[src/sv/lse_pkg.sv]
// Shared types and constants for the LSB steganography extractor.
package lse_pkg;

   // Extraction methods held in the mode register.
   localparam logic [1:0] MODE_LSB1 = 2'd0;
   localparam logic [1:0] MODE_LSB4 = 2'd1;
   localparam logic [1:0] MODE_LSBI = 2'd2;

   // Message part codes on the result channel.
   localparam logic [1:0] PART_LENGTH = 2'd0;
   localparam logic [1:0] PART_BODY   = 2'd1;
   localparam logic [1:0] PART_EXT    = 2'd2;

   // Register indexes on the configuration port.
   localparam logic [1:0] REG_MODE      = 2'd0;
   localparam logic [1:0] REG_ENCRYPTED = 2'd1;
   localparam logic [1:0] REG_HEADER    = 2'd2;

   // Reset values of the registers.
   localparam logic [1:0] MODE_RESET      = MODE_LSB1;
   localparam logic       ENCRYPTED_RESET = 1'b0;
   localparam logic [9:0] HEADER_RESET    = 10'd54;

   // LSBI skips the data byte whose offset mod 3 is this value.
   localparam logic [1:0] LSBI_SKIP_OFFSET = 2'd2;
   // Number of pattern flags read in LSBI.
   localparam logic [2:0] FLAG_COUNT = 3'd4;
   // Number of bytes in the length field.
   localparam logic [31:0] LENGTH_BYTES = 32'd4;
   // Bits that make one message byte.
   localparam logic [3:0] BYTE_BITS = 4'd8;

   // Depth of the queue between front and back.
   localparam int QUEUE_DEPTH = 2;

   // Front phases: header skip, flag read, message bits.
   typedef enum logic [1:0] {
      FP_HEADER,
      FP_FLAGS,
      FP_DATA
   } front_phase_type;

   // Back phases: length field, body, extension, finished.
   typedef enum logic [1:0] {
      BP_LENGTH,
      BP_BODY,
      BP_EXT,
      BP_DONE
   } back_phase_type;

   // Configuration seen by the front.
   typedef struct packed {
      logic [1:0] mode;
      logic [9:0] header_bytes;
   } front_cfg_type;

   // One assembled byte in the queue; restart marks the first byte of a new image.
   typedef struct packed {
      logic [7:0] data;
      logic       restart;
   } queue_entry_type;

endpackage

[src/sv/lse_if.sv]
// Valid/ready channel interfaces for cover bytes and recovered message bytes.
interface lse_req_if;
   logic       valid;
   logic       ready;
   logic [7:0] cover_byte;
   logic       first_byte;

   modport source (output valid, output cover_byte, output first_byte, input ready);
   modport sink (input valid, input cover_byte, input first_byte, output ready);
endinterface

interface lse_rsp_if;
   logic       valid;
   logic       ready;
   logic [7:0] message_byte;
   logic [1:0] part;
   logic       last_byte;

   modport source (output valid, output message_byte, output part, output last_byte,
                   input ready);
   modport sink (input valid, input message_byte, input part, input last_byte,
                 output ready);
endinterface

[src/sv/lsb_steganography_extract_top.sv]
// Top level of the LSB steganography extractor.
// Cover-image bytes enter on req_bus, one word per accepted valid/ready handshake;
// first_byte marks the first byte of a new image and restarts extraction.
// Recovered message bytes leave on rsp_bus with their part (length, body,
// extension) and a last mark on the final byte; later input is dropped until
// the next first_byte. The APB-style port (psel/penable/pwrite/paddr/pwdata)
// sets mode at 0x0, encrypted at 0x4 and the header length at 0x8; write only
// while the block is idle. pready is always high; reads return the register.
// Throughput is one cover byte per cycle while the queue has room. A message
// byte reaches rsp_bus through the queue and the output register: the front
// assembles it and writes it into the two-entry queue at the accepting edge,
// and the back moves it into the output register once that register is free.
// When the receiver stalls, the output register holds its word, the queue
// fills, and req_bus.ready falls once the queue is full.
// Synchronous reset sets the registers to mode LSB1, not encrypted, 54 header
// bytes, and begins a new image with the next byte.
module lsb_steganography_extract_top (
   input  logic         clock,
   input  logic         reset,
   lse_req_if.sink      req_bus,
   lse_rsp_if.source    rsp_bus,
   input  logic         psel,
   input  logic         penable,
   input  logic         pwrite,
   input  logic [3:0]   paddr,
   input  logic [31:0]  pwdata,
   output logic [31:0]  prdata,
   output logic         pready
);

   logic [1:0] mode_ff;
   logic       encrypted_ff;
   logic [9:0] header_ff;
   logic       csr_write;
   logic       in_accept, push, pop, q_full, q_not_empty;
   lse_pkg::front_cfg_type   front_cfg;
   lse_pkg::queue_entry_type push_entry, q_head;

   // Configuration registers.
   assign pready    = 1'b1;
   assign csr_write = psel && penable && pwrite;

   always_ff @(posedge clock) begin
      if (reset) begin
         mode_ff      <= lse_pkg::MODE_RESET;
         encrypted_ff <= lse_pkg::ENCRYPTED_RESET;
         header_ff    <= lse_pkg::HEADER_RESET;
      end else if (csr_write) begin
         case (paddr[3:2])
            lse_pkg::REG_MODE:      mode_ff      <= pwdata[1:0];
            lse_pkg::REG_ENCRYPTED: encrypted_ff <= pwdata[0];
            lse_pkg::REG_HEADER:    header_ff    <= pwdata[9:0];
            default: ;
         endcase
      end
   end

   // Register read-back.
   always_comb begin
      case (paddr[3:2])
         lse_pkg::REG_MODE:      prdata = {30'd0, mode_ff};
         lse_pkg::REG_ENCRYPTED: prdata = {31'd0, encrypted_ff};
         lse_pkg::REG_HEADER:    prdata = {22'd0, header_ff};
         default:                prdata = '0;
      endcase
   end

   // Input handshake: take a word whenever the queue has room.
   assign req_bus.ready = !q_full;
   assign in_accept = req_bus.valid && !q_full;
   assign front_cfg.mode = mode_ff;
   assign front_cfg.header_bytes = header_ff;

   lse_front u_front (
      .clock      (clock),
      .reset      (reset),
      .cfg        (front_cfg),
      .in_accept  (in_accept),
      .cover_byte (req_bus.cover_byte),
      .first_byte (req_bus.first_byte),
      .push       (push),
      .push_entry (push_entry)
   );

   lse_queue u_queue (
      .clock      (clock),
      .reset      (reset),
      .push       (push),
      .push_entry (push_entry),
      .pop        (pop),
      .full       (q_full),
      .not_empty  (q_not_empty),
      .head       (q_head)
   );

   lse_back u_back (
      .clock       (clock),
      .reset       (reset),
      .encrypted   (encrypted_ff),
      .q_not_empty (q_not_empty),
      .q_head      (q_head),
      .pop         (pop),
      .rsp_bus     (rsp_bus)
   );

endmodule

[src/sv/lse_front.sv]
// Front end: skips the header, reads LSBI flags and assembles message bytes.
module lse_front (
   input  logic                     clock,
   input  logic                     reset,
   input  lse_pkg::front_cfg_type   cfg,
   input  logic                     in_accept,
   input  logic [7:0]               cover_byte,
   input  logic                     first_byte,
   output logic                     push,
   output lse_pkg::queue_entry_type push_entry
);

   lse_pkg::front_phase_type phase_ff, phase_in, cur_phase, eff_phase;
   logic [9:0] skip_ff, skip_in, cur_skip;
   logic [1:0] off_ff, off_in, cur_off, off_next;
   logic [3:0] flags_ff, flags_in, cur_flags;
   logic [2:0] fcnt_ff, fcnt_in, cur_fcnt, fcnt_inc;
   logic [7:0] acc_ff, acc_in, cur_acc, acc_sum;
   logic [3:0] bits_ff, bits_in, cur_bits, bits_sum;
   logic       pend_ff, pend_in;
   logic       lsbi_skip, lsbi_bit, byte_done;

   // A first byte restarts every piece of state before the byte is used.
   always_comb begin
      cur_phase = first_byte ? lse_pkg::FP_HEADER : phase_ff;
      cur_skip  = first_byte ? '0 : skip_ff;
      cur_off   = first_byte ? '0 : off_ff;
      cur_flags = first_byte ? '0 : flags_ff;
      cur_fcnt  = first_byte ? '0 : fcnt_ff;
      cur_acc   = first_byte ? '0 : acc_ff;
      cur_bits  = first_byte ? '0 : bits_ff;
   end

   // Phase that actually handles this byte once the header has run out.
   always_comb begin
      eff_phase = cur_phase;
      if (cur_phase == lse_pkg::FP_HEADER && cur_skip >= cfg.header_bytes) begin
         eff_phase = (cfg.mode == lse_pkg::MODE_LSBI) ? lse_pkg::FP_FLAGS : lse_pkg::FP_DATA;
      end
   end

   assign fcnt_inc = cur_fcnt + 3'd1;
   assign off_next = (cur_off >= 2'd2) ? 2'd0 : cur_off + 2'd1;
   assign lsbi_skip = (cfg.mode == lse_pkg::MODE_LSBI) && (cur_off == lse_pkg::LSBI_SKIP_OFFSET);
   assign lsbi_bit = cover_byte[0] ^ cur_flags[cover_byte[2:1]];

   // Next phase.
   always_comb begin
      case (eff_phase)
         lse_pkg::FP_HEADER: phase_in = lse_pkg::FP_HEADER;
         lse_pkg::FP_FLAGS:  phase_in = (fcnt_inc >= lse_pkg::FLAG_COUNT) ?
                                        lse_pkg::FP_DATA : lse_pkg::FP_FLAGS;
         default:            phase_in = lse_pkg::FP_DATA;
      endcase
   end

   // Shift the taken bits into the accumulator according to the mode.
   always_comb begin
      case (cfg.mode)
         lse_pkg::MODE_LSB4: begin
            acc_sum  = {cur_acc[3:0], cover_byte[3:0]};
            bits_sum = cur_bits + 4'd4;
         end
         lse_pkg::MODE_LSBI: begin
            acc_sum  = {cur_acc[6:0], lsbi_bit};
            bits_sum = cur_bits + 4'd1;
         end
         default: begin
            acc_sum  = {cur_acc[6:0], cover_byte[0]};
            bits_sum = cur_bits + 4'd1;
         end
      endcase
   end

   // Datapath updates per phase.
   always_comb begin
      skip_in   = cur_skip;
      off_in    = cur_off;
      flags_in  = cur_flags;
      fcnt_in   = cur_fcnt;
      acc_in    = cur_acc;
      bits_in   = cur_bits;
      byte_done = 1'b0;
      case (eff_phase)
         lse_pkg::FP_HEADER: begin
            skip_in = cur_skip + 10'd1;
         end
         lse_pkg::FP_FLAGS: begin
            flags_in = cur_flags | (4'(cover_byte[0]) << cur_fcnt[1:0]);
            fcnt_in  = fcnt_inc;
            off_in   = off_next;
         end
         default: begin
            off_in = off_next;
            if (!lsbi_skip) begin
               if (bits_sum >= lse_pkg::BYTE_BITS) begin
                  byte_done = 1'b1;
                  acc_in    = '0;
                  bits_in   = '0;
               end else begin
                  acc_in  = acc_sum;
                  bits_in = bits_sum;
               end
            end
         end
      endcase
   end

   // A restart is carried to the back with the next assembled byte.
   assign push = in_accept && byte_done;
   assign push_entry.data = acc_sum;
   assign push_entry.restart = pend_ff || first_byte;
   assign pend_in = push ? 1'b0 : (pend_ff || (in_accept && first_byte));

   // State registers.
   always_ff @(posedge clock) begin
      if (reset) begin
         phase_ff <= lse_pkg::FP_HEADER;
         skip_ff  <= '0;
         off_ff   <= '0;
         flags_ff <= '0;
         fcnt_ff  <= '0;
         acc_ff   <= '0;
         bits_ff  <= '0;
         pend_ff  <= 1'b0;
      end else begin
         pend_ff <= pend_in;
         if (in_accept) begin
            phase_ff <= phase_in;
            skip_ff  <= skip_in;
            off_ff   <= off_in;
            flags_ff <= flags_in;
            fcnt_ff  <= fcnt_in;
            acc_ff   <= acc_in;
            bits_ff  <= bits_in;
         end
      end
   end

endmodule

[src/sv/lse_queue.sv]
// Short queue of assembled bytes between the front and the back.
module lse_queue (
   input  logic                     clock,
   input  logic                     reset,
   input  logic                     push,
   input  lse_pkg::queue_entry_type push_entry,
   input  logic                     pop,
   output logic                     full,
   output logic                     not_empty,
   output lse_pkg::queue_entry_type head
);

   localparam int PtrBits = (lse_pkg::QUEUE_DEPTH > 1) ? $clog2(lse_pkg::QUEUE_DEPTH) : 1;
   localparam int CountBits = $clog2(lse_pkg::QUEUE_DEPTH + 1);

   lse_pkg::queue_entry_type slot_ff [lse_pkg::QUEUE_DEPTH];
   logic [PtrBits-1:0]   wr_ptr_ff, rd_ptr_ff;
   logic [CountBits-1:0] count_ff, count_in;

   assign full      = (count_ff == CountBits'(lse_pkg::QUEUE_DEPTH));
   assign not_empty = (count_ff != '0);
   assign head      = slot_ff[rd_ptr_ff];

   // Occupancy follows pushes and pops.
   always_comb begin
      count_in = count_ff;
      if (push && !pop) begin
         count_in = count_ff + CountBits'(1);
      end else if (pop && !push) begin
         count_in = count_ff - CountBits'(1);
      end
   end

   // Pointers wrap at the queue depth.
   always_ff @(posedge clock) begin
      if (reset) begin
         wr_ptr_ff <= '0;
         rd_ptr_ff <= '0;
         count_ff  <= '0;
      end else begin
         count_ff <= count_in;
         if (push) begin
            wr_ptr_ff <= (32'(wr_ptr_ff) == lse_pkg::QUEUE_DEPTH - 1) ? '0
                         : wr_ptr_ff + PtrBits'(1);
         end
         if (pop) begin
            rd_ptr_ff <= (32'(rd_ptr_ff) == lse_pkg::QUEUE_DEPTH - 1) ? '0
                         : rd_ptr_ff + PtrBits'(1);
         end
      end
   end

   // Slot storage.
   always_ff @(posedge clock) begin
      if (push) begin
         slot_ff[wr_ptr_ff] <= push_entry;
      end
   end

   // The occupancy never passes the depth.
   a_count_bound: assert property (@(posedge clock) disable iff (reset)
      32'(count_ff) <= lse_pkg::QUEUE_DEPTH)
      else $error("queue occupancy beyond depth");

   // A pop from an empty queue would hand out a stale byte.
   a_no_empty_pop: assert property (@(posedge clock) disable iff (reset)
      pop |-> not_empty)
      else $error("pop from empty queue");

endmodule

[src/sv/lse_back.sv]
// Back end: tracks the length, body and extension parts and drives the results.
module lse_back (
   input  logic                     clock,
   input  logic                     reset,
   input  logic                     encrypted,
   input  logic                     q_not_empty,
   input  lse_pkg::queue_entry_type q_head,
   output logic                     pop,
   lse_rsp_if.source                rsp_bus
);

   lse_pkg::back_phase_type phase_ff, phase_in, cur_phase;
   logic [31:0] len_ff, len_in, cur_len;
   logic [31:0] cnt_ff, cnt_in, cur_cnt, cnt_inc;
   logic        out_valid_ff, out_valid_in;
   logic [7:0]  out_byte_ff;
   logic [1:0]  out_part_ff, part_c;
   logic        out_last_ff, last_c, produce, out_load;
   logic [7:0]  data;

   assign data = q_head.data;
   assign pop  = q_not_empty && (!out_valid_ff || rsp_bus.ready);

   // A restart mark begins a new message before this byte is used.
   always_comb begin
      cur_phase = q_head.restart ? lse_pkg::BP_LENGTH : phase_ff;
      cur_len   = q_head.restart ? '0 : len_ff;
      cur_cnt   = q_head.restart ? '0 : cnt_ff;
   end

   assign cnt_inc = cur_cnt + 32'd1;

   // Next phase, length and byte count.
   always_comb begin
      phase_in = cur_phase;
      len_in   = cur_len;
      cnt_in   = cnt_inc;
      case (cur_phase)
         lse_pkg::BP_LENGTH: begin
            len_in = {cur_len[23:0], data};
            if (cnt_inc >= lse_pkg::LENGTH_BYTES) begin
               cnt_in = '0;
               if ({cur_len[23:0], data} != 32'd0) begin
                  phase_in = lse_pkg::BP_BODY;
               end else begin
                  phase_in = encrypted ? lse_pkg::BP_DONE : lse_pkg::BP_EXT;
               end
            end
         end
         lse_pkg::BP_BODY: begin
            if (cnt_inc == cur_len) begin
               cnt_in   = '0;
               phase_in = encrypted ? lse_pkg::BP_DONE : lse_pkg::BP_EXT;
            end
         end
         lse_pkg::BP_EXT: begin
            if (data == 8'd0) begin
               phase_in = lse_pkg::BP_DONE;
            end
         end
         default: begin
            cnt_in = cur_cnt;
         end
      endcase
   end

   // Result fields for this byte.
   always_comb begin
      produce = 1'b1;
      part_c  = lse_pkg::PART_LENGTH;
      last_c  = 1'b0;
      case (cur_phase)
         lse_pkg::BP_LENGTH: begin
            last_c = encrypted && (cnt_inc >= lse_pkg::LENGTH_BYTES)
                     && ({cur_len[23:0], data} == 32'd0);
         end
         lse_pkg::BP_BODY: begin
            part_c = lse_pkg::PART_BODY;
            last_c = encrypted && (cnt_inc == cur_len);
         end
         lse_pkg::BP_EXT: begin
            part_c = lse_pkg::PART_EXT;
            last_c = (data == 8'd0);
         end
         default: begin
            produce = 1'b0;
         end
      endcase
   end

   assign out_load = pop && produce;
   assign out_valid_in = out_load || (out_valid_ff && !rsp_bus.ready);

   // Message state and output valid.
   always_ff @(posedge clock) begin
      if (reset) begin
         phase_ff     <= lse_pkg::BP_LENGTH;
         len_ff       <= '0;
         cnt_ff       <= '0;
         out_valid_ff <= 1'b0;
      end else begin
         out_valid_ff <= out_valid_in;
         if (pop) begin
            phase_ff <= phase_in;
            len_ff   <= len_in;
            cnt_ff   <= cnt_in;
         end
      end
   end

   // Output word register.
   always_ff @(posedge clock) begin
      if (out_load) begin
         out_byte_ff <= data;
         out_part_ff <= part_c;
         out_last_ff <= last_c;
      end
   end

   assign rsp_bus.valid        = out_valid_ff;
   assign rsp_bus.message_byte = out_byte_ff;
   assign rsp_bus.part         = out_part_ff;
   assign rsp_bus.last_byte    = out_last_ff;

   // The last word of a message leaves the back finished.
   a_last_done: assert property (@(posedge clock) disable iff (reset)
      out_load && last_c |=> phase_ff == lse_pkg::BP_DONE)
      else $error("last word without finishing the message");

   // A finished message only restarts through a restart mark.
   a_done_holds: assert property (@(posedge clock) disable iff (reset)
      pop && !q_head.restart && phase_ff == lse_pkg::BP_DONE |-> !out_load)
      else $error("word produced after the message ended");

   // A waiting word is never overwritten.
   a_no_overwrite: assert property (@(posedge clock) disable iff (reset)
      out_valid_ff && !rsp_bus.ready |-> !pop)
      else $error("output word overwritten while stalled");

   // The body counter stays below the length while the body runs.
   a_body_count: assert property (@(posedge clock) disable iff (reset)
      phase_ff == lse_pkg::BP_BODY |-> cnt_ff < len_ff)
      else $error("body count reached the length");

endmodule

[src/flat_wrapper.sv]
// flat-port wrapper written by rule: the top's interface ports become plain ports
module lsb_steganography_extract_top_flat 
  (clock, reset, psel, penable, pwrite, paddr, pwdata, prdata, pready, req_bus_valid, req_bus_cover_byte, req_bus_first_byte, req_bus_ready, rsp_bus_valid, rsp_bus_message_byte, rsp_bus_part, rsp_bus_last_byte, rsp_bus_ready);
  lse_req_if req_bus_i ();
  lse_rsp_if rsp_bus_i ();
  input  logic clock;
  input  logic reset;
  input  logic psel;
  input  logic penable;
  input  logic pwrite;
  input  logic [3:0] paddr;
  input  logic [31:0] pwdata;
  output logic [31:0] prdata;
  output logic pready;
  input wire logic [$bits(req_bus_i.valid)-1:0] req_bus_valid;
  input wire logic [$bits(req_bus_i.cover_byte)-1:0] req_bus_cover_byte;
  input wire logic [$bits(req_bus_i.first_byte)-1:0] req_bus_first_byte;
  output wire logic [$bits(req_bus_i.ready)-1:0] req_bus_ready;
  output wire logic [$bits(rsp_bus_i.valid)-1:0] rsp_bus_valid;
  output wire logic [$bits(rsp_bus_i.message_byte)-1:0] rsp_bus_message_byte;
  output wire logic [$bits(rsp_bus_i.part)-1:0] rsp_bus_part;
  output wire logic [$bits(rsp_bus_i.last_byte)-1:0] rsp_bus_last_byte;
  input wire logic [$bits(rsp_bus_i.ready)-1:0] rsp_bus_ready;
  assign req_bus_i.valid = req_bus_valid;
  assign req_bus_i.cover_byte = req_bus_cover_byte;
  assign req_bus_i.first_byte = req_bus_first_byte;
  assign req_bus_ready = req_bus_i.ready;
  assign rsp_bus_valid = rsp_bus_i.valid;
  assign rsp_bus_message_byte = rsp_bus_i.message_byte;
  assign rsp_bus_part = rsp_bus_i.part;
  assign rsp_bus_last_byte = rsp_bus_i.last_byte;
  assign rsp_bus_i.ready = rsp_bus_ready;
  lsb_steganography_extract_top u_core (.clock(clock), .reset(reset), .req_bus(req_bus_i), .rsp_bus(rsp_bus_i), .psel(psel), .penable(penable), .pwrite(pwrite), .paddr(paddr), .pwdata(pwdata), .prdata(prdata), .pready(pready));
endmodule
[config.mk]
export PLATFORM = sky130hd
export DESIGN_NAME = lsb_steganography_extract_top_flat
export DESIGN_NICKNAME = d
export VERILOG_FILES = /design/src/sv/lse_pkg.sv /design/src/sv/lse_if.sv /design/src/sv/lsb_steganography_extract_top.sv /design/src/sv/lse_front.sv /design/src/sv/lse_queue.sv /design/src/sv/lse_back.sv /design/src/flat_wrapper.sv
export SDC_FILE = /design/constraint.sdc
export NUM_CORES = 1
export LEC_CHECK = 0
export BUFFER_PORTS_ARGS = -buffer_cell sky130_fd_sc_hd__buf_4
export CORE_MARGIN = 2
export CORE_UTILIZATION = 40
export CTS_BUF_LIST = sky130_fd_sc_hd__clkbuf_4 sky130_fd_sc_hd__clkbuf_8 sky130_fd_sc_hd__clkbuf_16
export DETAILED_ROUTE_END_ITERATION = 8
export GPL_TIMING_DRIVEN = 0
export HOLD_SLACK_MARGIN = 0.02
export PLACE_DENSITY = 0.68
export SLEW_MARGIN = 20
export SYNTH_ARGS = -nofsm -noshare
export SYNTH_HDL_FRONTEND = slang
export SYNTH_HIERARCHICAL = 1
export SYNTH_SLANG_ARGS = --single-unit
[constraint.sdc]
create_clock -name clock -period 6.1 [get_ports clock]
set_input_delay 1.525 -clock clock [delete_from_list [all_inputs] [get_ports clock]]
set_output_delay 1.525 -clock clock [all_outputs]
set_load 0.02 [all_outputs]
## Yosys cells after proc, flatten, opt, wreduce, memory -nomap -nowiden

Memory sizes are Yosys's and may differ from the RTL's. A register that Yosys moved wholly into a read port is not among the register bits.
Cells that the tools add are included.

| storage, ports and cells | value |
|---|---|
| bits in registers | 129 |
| bits in writable memories | 18 |
| bits of input ports | 52 |
| output and inout bits | 46 |
| logic and storage cells | 144 |
| memories kept | 1 |

Memories:

| memory | depth | bits a word | rd ports | clocked after Yosys merged registers in | wr ports | RTL line | RTL |
|---|---|---|---|---|---|---|---|
| u_core.u_queue.slot_ff | 2 | 9 | 1 | 1 | 1 | lse_queue.sv:16 | `lse_pkg::queue_entry_type slot_ff [lse_pkg::QUEUE_DEPTH];` |

| cells by class | value |
|---|---|
| add/sub/neg operators | 10 |
| magnitude comparators | 6 |
| eq/ne operators | 10 |
| shift-type cells | 1 |
| multiplexer cells | 54 |
| bitwise operators | 2 |
| reductions and logical operators | 39 |

Operators by type and width:

| operator | number |
|---|---|
| 32-bit two-way mux | 5 |
| 32-bit one-hot mux with 3 select lines | 1 |
| 32-bit by 1-bit adder with 32-bit output, second input constant | 1 |
| 32-bit equality test | 1 |
| 32-bit by 3-bit greater-or-equal comparator with 1-bit output, second input constant | 1 |
| 32-bit logical NOT | 1 |
| 8-bit two-way mux | 4 |
| 32-bit nonzero test | 1 |
| 10-bit one-hot mux with 3 select lines | 1 |
| 2-bit two-way mux | 14 |
| 4-bit two-way mux | 7 |
| 10-bit two-way mux | 2 |
| 8-bit one-hot mux with 2 select lines | 1 |
| 1-bit logical AND | 15 |
| 1-bit two-way mux | 12 |
| 10-bit by 1-bit adder with 10-bit output, second input constant | 1 |
| 2-bit equality test, second input constant | 5 |
| 10-bit greater-or-equal comparator | 1 |
| 2-bit by 1-bit equality test with 1-bit output, second input constant | 4 |
| 2-bit logical NOT | 4 |
| 8-bit logical NOT | 1 |
| 2-bit one-hot mux with 2 select lines | 2 |
| 3-bit two-way mux | 2 |
| 2-bit one-hot mux with 3 select lines | 1 |
| 21 further kinds | 34 |

## Depth between registers and ports, before layout

| depth | value |
|---|---|
| depth in word-level cells | 12 |
| mapped depth | 23 |
| gate-level depth less buffers | 13 |

## Hierarchy

Netlist, hierarchy kept.

By module, submodules not included:

| module | times used | cells each | area an instance (sq um) | seq. area each (sq um) |
|---|---|---|---|---|
| lse_back | 1 | 695 | 5480.3 | 1671.6 |
| lse_front | 1 | 270 | 2255.9 | 660.6 |
| lsb_steganography_extract_top | 1 | 100 | 857.1 | 260.2 |
| lse_queue | 1 | 50 | 857.1 | 640.6 |

## Worst setup path before layout

Ideal clock, no wire load.

| timing | value |
|---|---|
| path type | reg2reg |
| from | register with a tool-made name |
| to | register u_core.u_back.cnt_ff[20] |
| setup time | 0.069 ns |
| arrival | 4.790 ns |
| required time | 6.031 ns |
| path slack | 1.241 ns |
| stages on the path, launching flop included | 23 |
| buffers on the path | 9 |
| period minus slack after synthesis | 4.859 ns |
| path through | dfxtp_1 buf_2 mux2_2 clkbuf_1 clkbuf_1 buf_2 buf_1 clkbuf_1 nor2b_1 ha_1 clkbuf_1 nand2b_1 nor2_2 and3_1 buf_6 xnor2_1 or4_4 o41ai_4 a21oi_2 nand3b_4 buf_6 or4_1 o21ai_1 |

RTL lines:

| item | RTL line | RTL |
|---|---|---|
| to (signal assigned) | lse_back.sv:106 | `cnt_ff <= cnt_in;` |
| to (decl) | lse_back.sv:14 | `logic [31:0] cnt_ff, cnt_in, cur_cnt, cnt_inc;` |

==> metrics.md <==
| Metric | Value |
|---|---|
| Vias per Instance | 5.74 |
| Die height | between 150 and 200 um |
| Mean Syn Cell Area | 8.48 um^2 |
| WS Path Type | register to register |
| Total wire length | 28.8 mm |
| Core Area | around 0.023 mm^2 |
| Routed Antenna Nets | 0 |
| Top post-synthesis cells by area | dfxtp_1 (25%), edfxtp_1 (9.2%), a21oi_1 (3.8%) |
| Pre-Repair DR Iteration Count | 5 |
| Ys async rst share | 0% |
| RSZ-0062 raised after global routing | no |
| Layout area overhead | 15.4% |
| Fin. Hold Viols | 0 |
| Post-synth EDFFs | 29 |
| GR Util All Layers | a little under a quarter |
| Netlist cell types | between 90 and 100 |
| Cell Area, Placed | 0.0103 mm^2 |
| Hold WC Path Type | register to register |
| Top cell type's share of synthesized area | 25.0% |
| Clk root buf | clkbuf_16 |
| Power Dens Cells | ~200 mW/mm^2 |
| Congestion Overflow GR | 0 |
| Fin cells | 1,530 |
| Std cell rows | between 50 and 60 |
| CP Launch Type | register |
| Longest Clk Path Bufs | 2 |
| Critical path's top delay family | simple AND/OR/NAND/NOR gates |
| Clk_lat worst skew | 0.43 ns |
| CTS Sinks | about 150 |
| Synth Flop Type | dfxtp_1 |
| Die X-Extent | 158 um |
| #FFs+latches synth | ~150 |
| Sequential element share of the synthesized area | approximately 34% |
| Mapped cell area | 0.00945 mm^2 |
| I/O Pins | approximately 100 |
| Lkg Pwr | 4.10 nW |
| Worst VDD drop | between 0.15 and 0.2 mV |
| Maximum clock frequency | 168 MHz |
| H-tree Lvls | 4 |
| Critical path's largest stage delay | between 0.5 and 0.6 ns |
| Status | finished, final reports clean |
| Residual DRC | 0 |
| Vias | between 8,000 and 9,000 |
| Wire length per cell | 18.8 um |
| Required time worst endpoint | between 6 and 7 ns |
| Largest net degree at the start of global routing | 20 |
| WP buf/inv | 8 |
| Num CTS Buffers | 17 |
| Crit path time final | just under 6 ns |
| Largest area contributor in the netlist | dfxtp_1 |
| Vias in the first global route | 8,103 |
| Final #Nets | approximately 1,300 |
| Clk_skew | between 0.01 and 0.015 ns |
| Max cap viols | 0 |
| CP max stage cell | or4_4 |
| Design Area, Final | roughly 0.011 mm^2 |
| Initial Util | between 40 and 50% |
| Hold_buf cts | 0 |
| Placed cells | ~1,500 |
| Tcrit/Tclk final | 97.4% |
| Ant diodes | 0 |
| Drt initial violations | 763 |
| GPL Wtd Cong | between 0.9 and 1 |
| Slew @ Worst Pin | ~1.1 ns |
| Setup TNS Final | 0 ns |
| CTS tree | done |
| Fin. max-slew vios | 0 |
| Die area | approximately 0.025 mm^2 |
| Initial antenna violation count | 0 |
| Worst-path clk slew | around 0.070 ns |
| Final setup vio count | 0 |
| Crit path max fanout | 10 |
| Detailed Place HPWL | around 21 mm |
| I/O Buffers | 44 |
| Critical Path End Type | register |
| Cells after Synth | between 1,000 and 1,500 |
| WP data arrival | about 6.3 ns |
| Cell repeated most along the worst path | buf_2 |
| Fin Hold WS | between 0.4 and 0.5 ns |
| Layout cells sized above 1 | around 16% |
| First-pass GRT wire length | 45.2 mm |
| Yosys warnings | 6 |
| Cell Chain, Critical Path | buf_2 -> mux2_2 -> clkbuf_2 -> buf_2 -> buf_2 -> clkbuf_2 -> buf_2 -> nor2b_1 -> ha_2 -> nand2b_1 -> nor2_4 -> and3_1 -> buf_6 -> xnor2_1 -> or4_4 -> o41ai_4 -> a21oi_2 -> nand3b_4 -> buf_6 -> nor2_2 -> a22o_1 |
| Fillers | around 2,300 |
| Worst slew margin | around a quarter |
[layout by cell type, fill, tap and decap left out, drive strengths merged, types with 6 or more instances in the layout]
cell	Yosys	final
dfxtp	118	118
buf	57	102
nand2	93	93
nor2	83	83
a21oi	73	73
clkbuf	45	60
inv	43	49
and3	43	43
o21ai	42	42
nand3	40	40
xnor2	37	37
nor2b	34	34
edfxtp	29	29
nor4	29	29
nand4	25	25
nand2b	24	24
conb	2	23
mux2i	22	22
nor3	20	20
or4	18	18
and2	16	16
xor2	16	16
a31oi	16	16
ha	16	16
o211ai	13	13
mux2	13	13
or3	12	12
a22oi	9	9
a32o	9	9
nand3b	9	9
a22o	8	8
clkinv	1	8
or2	7	7
nor3b	6	6
[synthesized netlist by cell type (20+ instances only)]
master / count
nand2_1: 92
xnor2_1: 37
nor4_1: 25
buf_4: 34
inv_1: 43
clkbuf_1: 44
nor3_1: 20
mux2i_1: 21
nand3_1: 37
nand4_1: 23
nand2b_1: 24
nor2_1: 82
a21oi_1: 71
o21ai_0: 36
and3_1: 43
dfxtp_1: 118
edfxtp_1: 29
nor2b_1: 34
[logic make-up after synthesis]
kind of cell / share of synthesized area, %
simple gates: 29.5
fa+ha+maj: 2.12
mux: 4.25
compound gates: 16.7
flops: 34.2
buf+inv: 7.82
xor+xnor: 5.39
other cells: 0.0795
[power breakdown]
| group | switching [mW] | internal, mW |
|---|---|---|
| clock network | 0.515 | 0.557 |
| logic | 0.0736 | 0.0474 |
| registers | 0.00994 | 0.992 |
| total | 0.598 | 1.60 |
[area by class of cell]
cell class / count / area (um^2) / area share (%)
well taps: 319 / 399 / 3.66
inverters: 44 / 165 / 1.51
multi-input cells: 843 / 5590 / 51.3
clock inverters: 15 / 189 / 1.73
clock buffers: 17 / 425 / 3.90
plain buffers: 101 / 576 / 5.28
repair buffers: 44 / 330 / 3.03
flip-flops and latches: 147 / 3230 / 29.6
[per-layer routing]
layer  vias to the layer above  track usage [%]  part of all wire, %
li1                       4165                -                    -
met1                      4145             31.3                   43
met2                       406             37.6                   47
met3                        62             3.72                  7.9
met4                         0             8.66                  2.9
met5                         -                0                    0
[state kept, by name, summed over array words and instances (netlist names), 4 cells and up, named ones only]
register / cells
u_core/header_ff: 10
u_core/u_back/cnt_ff: 32
u_core/u_back/rsp_bus.message_byte: 8
u_core/u_front/flags_ff: 4
u_core/u_front/bits_ff: 4
u_core/u_back/len_ff: 32
u_core/u_queue/slot_ff: 18
u_core/u_front/skip_ff: 10
u_core/u_front/acc_ff: 7
[final timing paths]
| check | start | to | slack, ns | cells past startpoint |
|---|---|---|---|---|
| max | register | u_core/u_back/cnt_ff[6] | 0.16 | 21 |
| min | u_core/u_front/acc_ff[3] | u_core/u_front/acc_ff[3] | 0.48 | 2 |
| max reg2reg | register | u_core/u_back/cnt_ff[6] | 0.16 | 21 |
| min reg2reg | u_core/u_front/acc_ff[3] | u_core/u_front/acc_ff[3] | 0.48 | 2 |
[through the flow]
stage,utilization (%),setup slack [ns],power [mW]
after floorplan,-,1.24,1.10
after global placement,44.0,-0.782,1.14
after detailed placement,44.0,-0.705,1.14
after CTS,46.7,0.000378,2.22
after global routing,46.8,0.0238,2.27
final,46.8,0.158,2.20
[worst min-delay path: cells and delay by family, from the launching register on]
kind	cells	cell delay, ns
flops	1	0.33
buf+inv	1	0.05
compound gates	1	0.05
[repair_timing]
action	in CTS	in global routing
setup buffers	0	0
setup endpoints to repair	35	34
gates resized for setup	7	7
Note: power is estimated with default switching activity, not from simulation.
